==> src/rtl/core/pvm_pkg.sv <==
// Shared types and constants of the pack voltage monitor.
`timescale 1ns / 1ps
`default_nettype none

package pvm_pkg;

    // Field and register widths
    localparam int SAMPLE_W  = 12;
    localparam int SUM_W     = 22;
    localparam int COUNT_W   = 11;
    localparam int GAIN_W    = 20;
    localparam int OFFSET_W  = 16;
    localparam int THRESH_W  = 20;
    localparam int MV_W      = 21;
    localparam int STATUS_W  = 2;
    localparam int STREAK_W  = 8;
    localparam int HALF_W    = 11;                // sum is multiplied in two halves
    localparam int MULP_W    = GAIN_W + HALF_W;   // one partial product
    localparam int PROD_W    = GAIN_W + SUM_W;    // full product
    localparam int FRAC_W    = 12;                // Q8.12 fraction bits
    localparam int QUO_W     = PROD_W - FRAC_W;   // dividend / quotient width
    localparam int REM_W     = COUNT_W;
    localparam int STEP_W    = 5;

    localparam int MAX_WINDOW = 1024;
    localparam int DIV_STEPS  = QUO_W;

    // Scaled value is clipped here before the offset is added
    localparam logic [QUO_W-1:0] QUO_SAT = QUO_W'(1048575 + 32768);
    localparam logic signed [MV_W-1:0] MV_MAX = {1'b0, {(MV_W-1){1'b1}}};
    localparam logic signed [MV_W-1:0] MV_MIN = {1'b1, {(MV_W-1){1'b0}}};

    localparam logic [STREAK_W-1:0] STREAK_MAX         = 8'd255;
    localparam logic [STREAK_W-1:0] CONNECT_CONFIRM    = 8'd2;
    localparam logic [STREAK_W-1:0] DISCONNECT_CONFIRM = 8'd3;

    // Configuration register indexes
    localparam int CFG_ADDR_W = 3;
    localparam logic [CFG_ADDR_W-1:0] REG_WINDOW_SIZE   = 3'd0;
    localparam logic [CFG_ADDR_W-1:0] REG_VOLTAGE_GAIN  = 3'd1;
    localparam logic [CFG_ADDR_W-1:0] REG_OFFSET_MV     = 3'd2;
    localparam logic [CFG_ADDR_W-1:0] REG_DISCONNECT_MV = 3'd3;
    localparam logic [CFG_ADDR_W-1:0] REG_LOW_MV        = 3'd4;

    // Pack status codes
    localparam logic [STATUS_W-1:0] STATUS_DISCONNECTED = 2'd0;
    localparam logic [STATUS_W-1:0] STATUS_NORMAL       = 2'd1;
    localparam logic [STATUS_W-1:0] STATUS_LOW          = 2'd2;

    // Stream widths
    localparam int S_TDATA_W = 16;
    localparam int M_TDATA_W = 24;

    typedef enum logic [2:0] {
        ST_IDLE,
        ST_MUL_LO,
        ST_MUL_HI,
        ST_DIV_LOAD,
        ST_DIV,
        ST_POST
    } pvm_state_t;

    // Controller to datapath
    typedef struct packed {
        logic acc;       // sample item taken
        logic mul_lo;    // low half product
        logic mul_hi;    // high half product, accumulate
        logic div_load;  // load dividend
        logic div_step;  // one restoring division step
        logic post;      // finish window, update presence, load output
    } pvm_cmd_t;

    // Datapath to controller
    typedef struct packed {
        logic win_done;  // current sample closes the window
        logic out_free;  // output register can take a result
    } pvm_stat_t;

endpackage

`default_nettype wire

==> src/rtl/core/pvm_ctrl.sv <==
// Sequencer of the pack voltage monitor: accumulate, multiply, divide, finish.
`timescale 1ns / 1ps
`default_nettype none

module pvm_ctrl (
    input  wire logic              aclk,
    input  wire logic              aresetn,
    input  wire logic              s_tvalid,
    output logic                   s_tready,
    input  pvm_pkg::pvm_stat_t     stat,
    output pvm_pkg::pvm_cmd_t      cmd
);
    import pvm_pkg::*;

    pvm_state_t        state_reg, state_next;
    logic [STEP_W-1:0] step_reg, step_next;

    // State and step counter
    always_ff @(posedge aclk) begin
        if (!aresetn) begin
            state_reg <= ST_IDLE;
            step_reg  <= '0;
        end else begin
            state_reg <= state_next;
            step_reg  <= step_next;
        end
    end

    // Next state
    always_comb begin
        state_next = state_reg;
        step_next  = step_reg;
        unique case (state_reg)
            ST_IDLE: begin
                if (s_tvalid && stat.win_done) state_next = ST_MUL_LO;
            end
            ST_MUL_LO: state_next = ST_MUL_HI;
            ST_MUL_HI: state_next = ST_DIV_LOAD;
            ST_DIV_LOAD: begin
                state_next = ST_DIV;
                step_next  = '0;
            end
            ST_DIV: begin
                step_next = step_reg + 1'b1;
                if (step_reg == STEP_W'(DIV_STEPS - 1)) state_next = ST_POST;
            end
            ST_POST: begin
                if (stat.out_free) state_next = ST_IDLE;
            end
            default: state_next = ST_IDLE;
        endcase
    end

    // Outputs
    always_comb begin
        cmd      = '0;
        s_tready = 1'b0;
        unique case (state_reg)
            ST_IDLE: begin
                s_tready = 1'b1;
                cmd.acc  = s_tvalid;
            end
            ST_MUL_LO:   cmd.mul_lo   = 1'b1;
            ST_MUL_HI:   cmd.mul_hi   = 1'b1;
            ST_DIV_LOAD: cmd.div_load = 1'b1;
            ST_DIV:      cmd.div_step = 1'b1;
            ST_POST:     cmd.post     = stat.out_free;
            default:     cmd          = '0;
        endcase
    end

`ifndef ASSERT_OFF
    // Division never runs past its last step
    assert property (@(posedge aclk) disable iff (!aresetn)
        state_reg == ST_DIV |-> step_reg <= STEP_W'(DIV_STEPS - 1))
        else $error("division step counter overran");

    // A window result is finished only once per division
    assert property (@(posedge aclk) disable iff (!aresetn)
        cmd.post |=> state_reg == ST_IDLE && !cmd.post)
        else $error("window finished twice");
`endif

endmodule

`default_nettype wire

==> src/rtl/core/pvm_datapath.sv <==
// Datapath: registers, sample accumulator, shared multiplier, divider, presence logic.
`timescale 1ns / 1ps
`default_nettype none

module pvm_datapath (
    input  wire logic                                aclk,
    input  wire logic                                aresetn,
    input  wire logic                                cfg_we,
    input  wire logic [pvm_pkg::CFG_ADDR_W-1:0]      cfg_addr,
    input  wire logic [pvm_pkg::THRESH_W-1:0]        cfg_wdata,
    input  wire logic [pvm_pkg::SAMPLE_W-1:0]        sample_mv,
    input  pvm_pkg::pvm_cmd_t                        cmd,
    output pvm_pkg::pvm_stat_t                       stat,
    output logic                                     out_valid,
    input  wire logic                                out_ready,
    output logic signed [pvm_pkg::MV_W-1:0]          pack_mv,
    output logic [pvm_pkg::STATUS_W-1:0]             pack_status
);
    import pvm_pkg::*;

    // Configuration
    logic [COUNT_W-1:0]         window_size_reg;
    logic [GAIN_W-1:0]          gain_reg;
    logic signed [OFFSET_W-1:0] offset_reg;
    logic [THRESH_W-1:0]        disc_reg;
    logic [THRESH_W-1:0]        low_reg;

    always_ff @(posedge aclk) begin
        if (!aresetn) begin
            window_size_reg <= COUNT_W'(1);
            gain_reg        <= GAIN_W'(4096);
            offset_reg      <= '0;
            disc_reg        <= '0;
            low_reg         <= '0;
        end else if (cfg_we) begin
            unique case (cfg_addr)
                REG_WINDOW_SIZE:   window_size_reg <= cfg_wdata[COUNT_W-1:0];
                REG_VOLTAGE_GAIN:  gain_reg        <= cfg_wdata[GAIN_W-1:0];
                REG_OFFSET_MV:     offset_reg      <= cfg_wdata[OFFSET_W-1:0];
                REG_DISCONNECT_MV: disc_reg        <= cfg_wdata;
                REG_LOW_MV:        low_reg         <= cfg_wdata;
                default: ;
            endcase
        end
    end

    // Window accumulator and presence state
    logic [SUM_W-1:0]    sum_reg, sum_next;
    logic [COUNT_W-1:0]  count_reg, count_next;
    logic [STREAK_W-1:0] pstreak_reg, pstreak_next;
    logic [STREAK_W-1:0] astreak_reg, astreak_next;
    logic                present_reg, present_next;
    logic                out_valid_reg, out_valid_next;
    // Working registers
    logic [SUM_W-1:0]    msum_reg, msum_next;
    logic [COUNT_W-1:0]  divisor_reg, divisor_next;
    logic [PROD_W-1:0]   prod_reg, prod_next;
    logic [QUO_W-1:0]    quo_reg, quo_next;
    logic [REM_W-1:0]    rem_reg, rem_next;
    logic signed [MV_W-1:0]  mv_reg, mv_next;
    logic [STATUS_W-1:0] status_reg, status_next;

    always_ff @(posedge aclk) begin
        if (!aresetn) begin
            sum_reg       <= '0;
            count_reg     <= '0;
            pstreak_reg   <= '0;
            astreak_reg   <= '0;
            present_reg   <= 1'b0;
            out_valid_reg <= 1'b0;
        end else begin
            sum_reg       <= sum_next;
            count_reg     <= count_next;
            pstreak_reg   <= pstreak_next;
            astreak_reg   <= astreak_next;
            present_reg   <= present_next;
            out_valid_reg <= out_valid_next;
        end
    end

    always_ff @(posedge aclk) begin
        msum_reg    <= msum_next;
        divisor_reg <= divisor_next;
        prod_reg    <= prod_next;
        quo_reg     <= quo_next;
        rem_reg     <= rem_next;
        mv_reg      <= mv_next;
        status_reg  <= status_next;
    end

    // Effective window length and end-of-window test
    logic [COUNT_W-1:0] win;
    logic [COUNT_W:0]   count_inc;
    logic [SUM_W-1:0]   sum_inc;

    always_comb begin
        priority if (window_size_reg == '0)
            win = COUNT_W'(1);
        else if (window_size_reg > COUNT_W'(MAX_WINDOW))
            win = COUNT_W'(MAX_WINDOW);
        else
            win = window_size_reg;
    end

    assign count_inc = {1'b0, count_reg} + 1'b1;
    assign sum_inc   = sum_reg + SUM_W'(sample_mv);

    // Shared 20x11 multiplier, one half of the sum per cycle
    logic [HALF_W-1:0] mul_b;
    logic [MULP_W-1:0] mul_p;

    assign mul_b = cmd.mul_hi ? msum_reg[SUM_W-1:HALF_W] : msum_reg[HALF_W-1:0];
    assign mul_p = MULP_W'(gain_reg) * MULP_W'(mul_b);

    // Restoring division step
    logic [REM_W:0] trial;
    logic           trial_ge;
    logic [REM_W:0] trial_sub;

    assign trial     = {rem_reg, quo_reg[QUO_W-1]};
    assign trial_ge  = trial >= {1'b0, divisor_reg};
    assign trial_sub = trial - {1'b0, divisor_reg};

    // Scale, offset, saturation and threshold compare
    logic [MV_W-1:0]          quo_sat;
    logic signed [MV_W+1:0]   v_wide;
    logic signed [MV_W-1:0]   v_mv;
    logic                     connected;

    always_comb begin
        quo_sat = (quo_reg > QUO_SAT) ? QUO_SAT[MV_W-1:0] : quo_reg[MV_W-1:0];
        v_wide  = $signed({2'b00, quo_sat})
                + $signed({{(MV_W+2-OFFSET_W){offset_reg[OFFSET_W-1]}}, offset_reg});
        priority if (v_wide > $signed({{2{MV_MAX[MV_W-1]}}, MV_MAX}))
            v_mv = MV_MAX;
        else if (v_wide < $signed({{2{MV_MIN[MV_W-1]}}, MV_MIN}))
            v_mv = MV_MIN;
        else
            v_mv = v_wide[MV_W-1:0];
        connected = $signed({v_mv[MV_W-1], v_mv}) >= $signed({2'b00, disc_reg});
    end

    // Next values
    always_comb begin
        sum_next       = sum_reg;
        count_next     = count_reg;
        pstreak_next   = pstreak_reg;
        astreak_next   = astreak_reg;
        present_next   = present_reg;
        msum_next      = msum_reg;
        divisor_next   = divisor_reg;
        prod_next      = prod_reg;
        quo_next       = quo_reg;
        rem_next       = rem_reg;
        mv_next        = mv_reg;
        status_next    = status_reg;
        out_valid_next = out_valid_reg && !out_ready;

        if (cmd.acc) begin
            if (count_inc >= {1'b0, win}) begin
                msum_next    = sum_inc;
                divisor_next = count_inc[COUNT_W-1:0];
                sum_next     = '0;
                count_next   = '0;
            end else begin
                sum_next   = sum_inc;
                count_next = count_inc[COUNT_W-1:0];
            end
        end

        if (cmd.mul_lo) prod_next = PROD_W'(mul_p);
        if (cmd.mul_hi) prod_next = prod_reg + {mul_p, {HALF_W{1'b0}}};

        if (cmd.div_load) begin
            quo_next = prod_reg[PROD_W-1:FRAC_W];
            rem_next = '0;
        end
        if (cmd.div_step) begin
            quo_next = {quo_reg[QUO_W-2:0], trial_ge};
            rem_next = trial_ge ? trial_sub[REM_W-1:0] : trial[REM_W-1:0];
        end

        // Streaks, debounced presence and the result item
        if (cmd.post) begin
            if (connected) begin
                pstreak_next = (pstreak_reg == STREAK_MAX) ? pstreak_reg
                                                           : pstreak_reg + 1'b1;
                astreak_next = '0;
            end else begin
                astreak_next = (astreak_reg == STREAK_MAX) ? astreak_reg
                                                           : astreak_reg + 1'b1;
                pstreak_next = '0;
            end
            if (!present_reg) present_next = pstreak_next >= CONNECT_CONFIRM;
            else              present_next = astreak_next < DISCONNECT_CONFIRM;

            if (present_next) begin
                mv_next     = v_mv;
                status_next = ($signed({v_mv[MV_W-1], v_mv}) < $signed({2'b00, low_reg}))
                              ? STATUS_LOW : STATUS_NORMAL;
            end else begin
                mv_next     = '0;
                status_next = STATUS_DISCONNECTED;
            end
            out_valid_next = 1'b1;
        end
    end

    assign stat.win_done = count_inc >= {1'b0, win};
    assign stat.out_free = !out_valid_reg || out_ready;
    assign out_valid     = out_valid_reg;
    assign pack_mv       = mv_reg;
    assign pack_status   = status_reg;

`ifndef ASSERT_OFF
    // Only one streak counter runs at a time
    assert property (@(posedge aclk) disable iff (!aresetn)
        pstreak_reg != '0 |-> astreak_reg == '0)
        else $error("both streak counters non-zero");

    // A disconnected result carries zero voltage
    assert property (@(posedge aclk) disable iff (!aresetn)
        out_valid_reg && status_reg == STATUS_DISCONNECTED |-> mv_reg == '0)
        else $error("disconnected result with non-zero voltage");

    // Partial window never reaches the longest window
    assert property (@(posedge aclk) disable iff (!aresetn)
        count_reg < COUNT_W'(MAX_WINDOW))
        else $error("sample count overran window");

    // A result only replaces a taken or empty output
    assert property (@(posedge aclk) disable iff (!aresetn)
        cmd.post |-> !out_valid_reg || out_ready)
        else $error("result overwritten before it was taken");
`endif

endmodule

`default_nettype wire

==> src/rtl/core/pack_voltage_monitor.sv <==
// Top level of the pack voltage monitor: controller plus datapath.
//
// Usage: ADC samples in millivolts arrive on the s_ stream, one item per
// s_tvalid/s_tready handshake. Samples are summed over a window of
// window_size items (0 acts as 1, values above 1024 act as 1024). The item
// that closes a window produces one result item on the m_ stream: the scaled,
// offset and saturated voltage and a status of disconnected, normal or low,
// with presence debounced over 2 connected / 3 disconnected windows.
// Items inside a window are accepted back to back. The closing item starts a
// split low/high multiply on one 20x11 multiplier, a dividend load, a
// bit-serial restoring divide and a finishing step; s_tready stays low until
// the finishing step is done, so no sample is taken while a result is built.
// The result sits in an output register; if the receiver stalls, a new
// window can still be gathered, and the block waits in its finishing step
// until the pending result is taken. Configuration is written through
// cfg_we/cfg_addr/cfg_wdata; the user must write it only while idle, which
// the block itself does not enforce. Reset clears the accumulator, streaks
// and presence, and restores the register defaults.
`timescale 1ns / 1ps
`default_nettype none

module pack_voltage_monitor (
    input  wire logic                             aclk,
    input  wire logic                             aresetn,
    // s_tdata: [11:0] sample_mv, [15:12] zero
    input  wire logic                             s_tvalid,
    output logic                                  s_tready,
    input  wire logic [pvm_pkg::S_TDATA_W-1:0]    s_tdata,
    // m_tdata: [20:0] pack_mv, [22:21] pack_status, [23] zero
    output logic                                  m_tvalid,
    input  wire logic                             m_tready,
    output logic [pvm_pkg::M_TDATA_W-1:0]         m_tdata,
    input  wire logic                             cfg_we,
    input  wire logic [pvm_pkg::CFG_ADDR_W-1:0]   cfg_addr,
    input  wire logic [pvm_pkg::THRESH_W-1:0]     cfg_wdata
);
    import pvm_pkg::*;

    pvm_cmd_t                cmd;
    pvm_stat_t               stat;
    logic signed [MV_W-1:0]  pack_mv;
    logic [STATUS_W-1:0]     pack_status;

    pvm_ctrl u_ctrl (
        .aclk     (aclk),
        .aresetn  (aresetn),
        .s_tvalid (s_tvalid),
        .s_tready (s_tready),
        .stat     (stat),
        .cmd      (cmd)
    );

    pvm_datapath u_datapath (
        .aclk        (aclk),
        .aresetn     (aresetn),
        .cfg_we      (cfg_we),
        .cfg_addr    (cfg_addr),
        .cfg_wdata   (cfg_wdata),
        .sample_mv   (s_tdata[SAMPLE_W-1:0]),
        .cmd         (cmd),
        .stat        (stat),
        .out_valid   (m_tvalid),
        .out_ready   (m_tready),
        .pack_mv     (pack_mv),
        .pack_status (pack_status)
    );

    assign m_tdata = {{(M_TDATA_W-MV_W-STATUS_W){1'b0}}, pack_status, pack_mv};

endmodule

`default_nettype wire

==> config.mk <==
export PLATFORM = sky130hd
export DESIGN_NAME = pack_voltage_monitor
export DESIGN_NICKNAME = d
export VERILOG_FILES = /design/src/rtl/core/pvm_pkg.sv /design/src/rtl/core/pvm_ctrl.sv /design/src/rtl/core/pvm_datapath.sv /design/src/rtl/core/pack_voltage_monitor.sv
export SDC_FILE = /design/constraint.sdc
export NUM_CORES = 1
export LEC_CHECK = 0
export ABC_CLOCK_PERIOD_IN_PS = 14000
export BUFFER_PORTS_ARGS = -buffer_cell sky130_fd_sc_hd__buf_2
export CORE_ASPECT_RATIO = 0.6
export CORE_UTILIZATION = 60
export DETAILED_ROUTE_END_ITERATION = 8
export GPL_ROUTABILITY_DRIVEN = 0
export MAX_ROUTING_LAYER = met4
export PLACE_DENSITY = 0.86
export SLEW_MARGIN = 15
export SYNTH_ARGS = -nofsm -noshare
export SYNTH_HDL_FRONTEND = slang
export SYNTH_HIERARCHICAL = 1
export SYNTH_SLANG_ARGS = --single-unit
==> constraint.sdc <==
create_clock -name aclk -period 14 [get_ports aclk]
set_input_delay 2.8 -clock aclk [delete_from_list [all_inputs] [get_ports aclk]]
set_output_delay 2.8 -clock aclk [all_outputs]
set_load 0.02 [all_outputs]
==> PnR_summary.wiki <==
{| class="wikitable"
! Metric !! Value
|-
| Synthesized instance count || 2574
|-
| Number of nets in the layout || 2969
|-
| Per-cell via count in the routed design || 6.140
|-
| Net count after synthesis || 2982
|-
| Cell Area, Synth || 22980 µm²
|-
| TritonCTS clock tree || built
|-
| Pin count of the biggest net entering global routing || 94
|-
| Number of levels the H-tree was split into || 1
|-
| Proportion of register bits with asynchronous set or reset after synthesis || 0%
|-
| Final number of setup-violating endpoints || 0
|-
| Result of the run || finished clean
|-
| Number of global-route vias before repair || 18370
|-
| Detailed Place HPWL || 44490 µm
|-
| Minimum clock period after layout || 9033 ps
|-
| Number of cells traversed by the worst hold path || 2
|-
| Number of hold buffers added after cts || 0
|-
| Portion of the clock cycle consumed by the worst path in the final layout || 64.52%
|-
| Root Buffer || clkbuf_16
|-
| Kind of start point of the critical path || flop
|-
| Worst EP required || 14320 ps
|-
| Combined global-route utilization of all metal layers || 31.53%
|-
| Mean post-synth cell area || 8.929 µm²
|-
| Warnings, synthesis || 6
|-
| Footprint of the multi-input gates || 14880 µm²
|-
| Logic depth of the worst register-to-register path || 30
|-
| Maximum fanout along the worst path || 29
|-
| Max-capacitance violation count || 0
|-
| Global-route wire length before repair || 95350 µm
|-
| Sequential element share of the synthesized area || 29.44%
|-
| Proportion of layout cells with a drive suffix above 1 || 8.601%
|-
| Category of the worst setup path capture point || flop
|-
| Flip-flop count of the largest register, all copies and words added || 31
|-
| Wire length after detailed routing || 60520 µm
|-
| Fin. Hold Viols || 0
|-
| 1st-pass router iterations || 6
|-
| Clock transition time at the flip-flop clock pins of the worst setup and hold paths || 70 ps
|-
| Main area contributors after synthesis || edfxtp_1, fa_1, dfxtp_1
|-
| Number of buffers inserted during clock tree synthesis || 27
|-
| TritonCTS sink count || 274
|-
| Cell types with the highest counts after synthesis || nand2_1, a21oi_1, inv_1
|-
| Area grow syn2layout || 6.609%
|-
| Initial standard-cell utilization of the core || 60.94%
|-
| RSZ-0062 raised after global routing || no
|-
| Primary flip-flop cell chosen by synthesis mapping || dfxtp_1
|-
| CTS max path bufs || 3
|-
| Post-Route Setup TNS || 0 ps
|-
| Placeable core region || 37710 µm²
|-
| Worst slew pin tran || 1140 ps
|-
| Worst-case headroom to the max-slew limit || 23.98%
|-
| Cell occurring most often along the worst timing path || fa_1
|-
| Overflow after GRT || 0
|-
| Cell with the most instances after synthesis || nand2_1
|-
| Final Skew || 13.35 ps
|-
| Class of the worst hold path || flop to flop
|-
| Number of filler instances in the final layout || 2957
|-
| Number of flops mapped to enable cells by yosys || 128
|-
| Final count of pins violating max slew || 0
|-
| Cell with the largest stage delay on the worst path || mux2_2
|-
| Area share of the largest cell type after synthesis || 16.72%
|-
| Die X || 254.7 µm
|-
| Antenna violations before repair || 1
|-
| Slowest stage delay, CP || 570 ps
|-
| FF+latch count, synth || 274
|-
| Arrival @ worst endpoint || 9350 ps
|-
| Power density over the cells || 108.3 nW/µm²
|-
| Number of DRC violations after detailed routing || 0
|-
| Number of violations reported at the end of detailed-routing iteration 0 || 2447
|-
| Cell type with the highest aggregate area in the netlist || edfxtp_1
|-
| Total vias in the final route || 19010
|-
| Clock Latency Late Sink || 580 ps
|-
| Total of buffers placed on input and output ports || 64
|-
| Static power due to leakage || 10.47 nW
|-
| Post-route total power || 2.653 mW
|-
| Kind of critical path || flop to flop
|-
| Total die area || 39120 µm²
|-
| Post-CTS Setup Bufs || 0
|-
| Floorplan row count || 55
|-
| Number of top-level pins || 70
|-
| Chip Height || 153.6 µm
|-
| Per-cell routed wire length || 19.55 µm
|-
| Maximum clock frequency || 110.7 MHz
|-
| Largest vdd supply drop || 98.27 µV
|-
| Residual antenna-violating net count after detailed routing || 0
|-
| Number of library cell types mapped by synthesis || 91
|-
| Storage cell area || 6766 µm²
|-
| CTS resizes || 0
|}
-- worst max-delay path: cells and delay by family (launching register included) --
kind | cells | cell delay [ps]
AO/OA/AOI/OAI | 9 | 1830
XOR/XNOR | 1 | 180
adder cells (fa/ha/maj) | 7 | 3490
buffers and inverters | 4 | 630
flip-flops | 1 | 490
multiplexers | 2 | 700
AND/OR/NAND/NOR | 7 | 1440
-- logic make-up after synthesis --
group                      Yosys count  share of synthesized area (%)
xor gates and xnor gates            98                          3.735
DFF                                274                          29.44
adders and majority gates          364                          25.21
buffers and inverters              354                          5.907
and+or+nand+nor                    898                          18.41
muxes                               64                          3.038
other                                1                        0.01632
AOI/OAI and AO/OA                  521                          14.25
-- power breakdown --
| part | internal, mW | switching (mW) | total, mW | leakage, nW |
|---|---|---|---|---|
| registers | 0.918 | 0.0407 | 0.959 | 2.32 |
| logic | 0.361 | 0.582 | 0.943 | 7.69 |
| clock network | 0.413 | 0.338 | 0.751 | 0.454 |
-- layer usage --
layer | wire (µm) | global-route usage [%]
met4 | 1357 | 6.958
met1 | 25630 | 43.82
met5 | 0 | -
met2 | 25850 | 45.93
met3 | 7686 | 8.498
-- final cells by class --
| class | instances | share of cell area [%] |
|---|---|---|
| clock buffers | 35 | 3.141 |
| multi-input cells | 1946 | 60.71 |
| inverters | 237 | 3.636 |
| diodes | 2 | 0.02043 |
| well taps | 513 | 2.620 |
| clock inverters | 14 | 0.5566 |
| flip-flops and latches | 274 | 27.62 |
| repair buffers | 75 | 1.695 |
-- layout by cell type (no fill, tap or decap), types with 6 or more instances in the layout --
master / Yosys / final
xor2_1: 29 / 29
clkbuf_16: 0 / 28
nand3_1: 58 / 58
fa_1: 165 / 165
and2_1: 35 / 35
and3_1: 26 / 26
nor2b_1: 72 / 72
a21o_1: 59 / 59
or3_1: 14 / 14
nand3b_1: 16 / 16
inv_1: 234 / 233
o31ai_1: 9 / 9
ha_1: 199 / 199
nor3_1: 18 / 18
o21a_1: 10 / 10
edfxtp_1: 128 / 128
or2_2: 21 / 21
o21ai_0: 79 / 79
nand4_1: 17 / 17
xnor2_1: 69 / 69
o21bai_1: 13 / 13
nand2_1: 457 / 457
o21ai_1: 7 / 7
a21oi_1: 235 / 235
nand2b_1: 31 / 31
dfxtp_1: 146 / 146
a21boi_0: 8 / 8
o22ai_1: 6 / 6
buf_2: 8 / 64
buf_4: 5 / 10
nor2_1: 100 / 97
a31oi_1: 16 / 16
a211oi_1: 15 / 15
mux2i_1: 18 / 18
mux2_2: 46 / 46
-- path summary, 6_finish.rpt --
check / from / to / slack, ps
max: u_ctrl/state_reg[1] / u_datapath/prod_reg[41] / 4970
min: u_datapath/low_reg[0] / u_datapath/low_reg[0] / 460
max reg2reg: u_ctrl/state_reg[1] / u_datapath/prod_reg[41] / 4970
min reg2reg: u_datapath/low_reg[0] / u_datapath/low_reg[0] / 460
-- stage by stage --
| step | hold slack, ps | instance area (µm²) | setup slack (ps) | cells | util, % |
|---|---|---|---|---|---|
| after global routing | 479.8 | 24500 | 4486 | 3094 | 64.96 |
| after detailed placement | 447.5 | 23570 | 5098 | 3044 | 62.50 |
| after floorplan | 436.3 | 22980 | 5615 | 2574 | - |
| after CTS | 456.9 | 24470 | 5037 | 3093 | 64.90 |
| final | 457.7 | 24500 | 4967 | 3096 | 64.97 |
| after global placement | 441.4 | 23570 | 5323 | 3044 | 62.50 |
(Power assumes the default switching activity.)
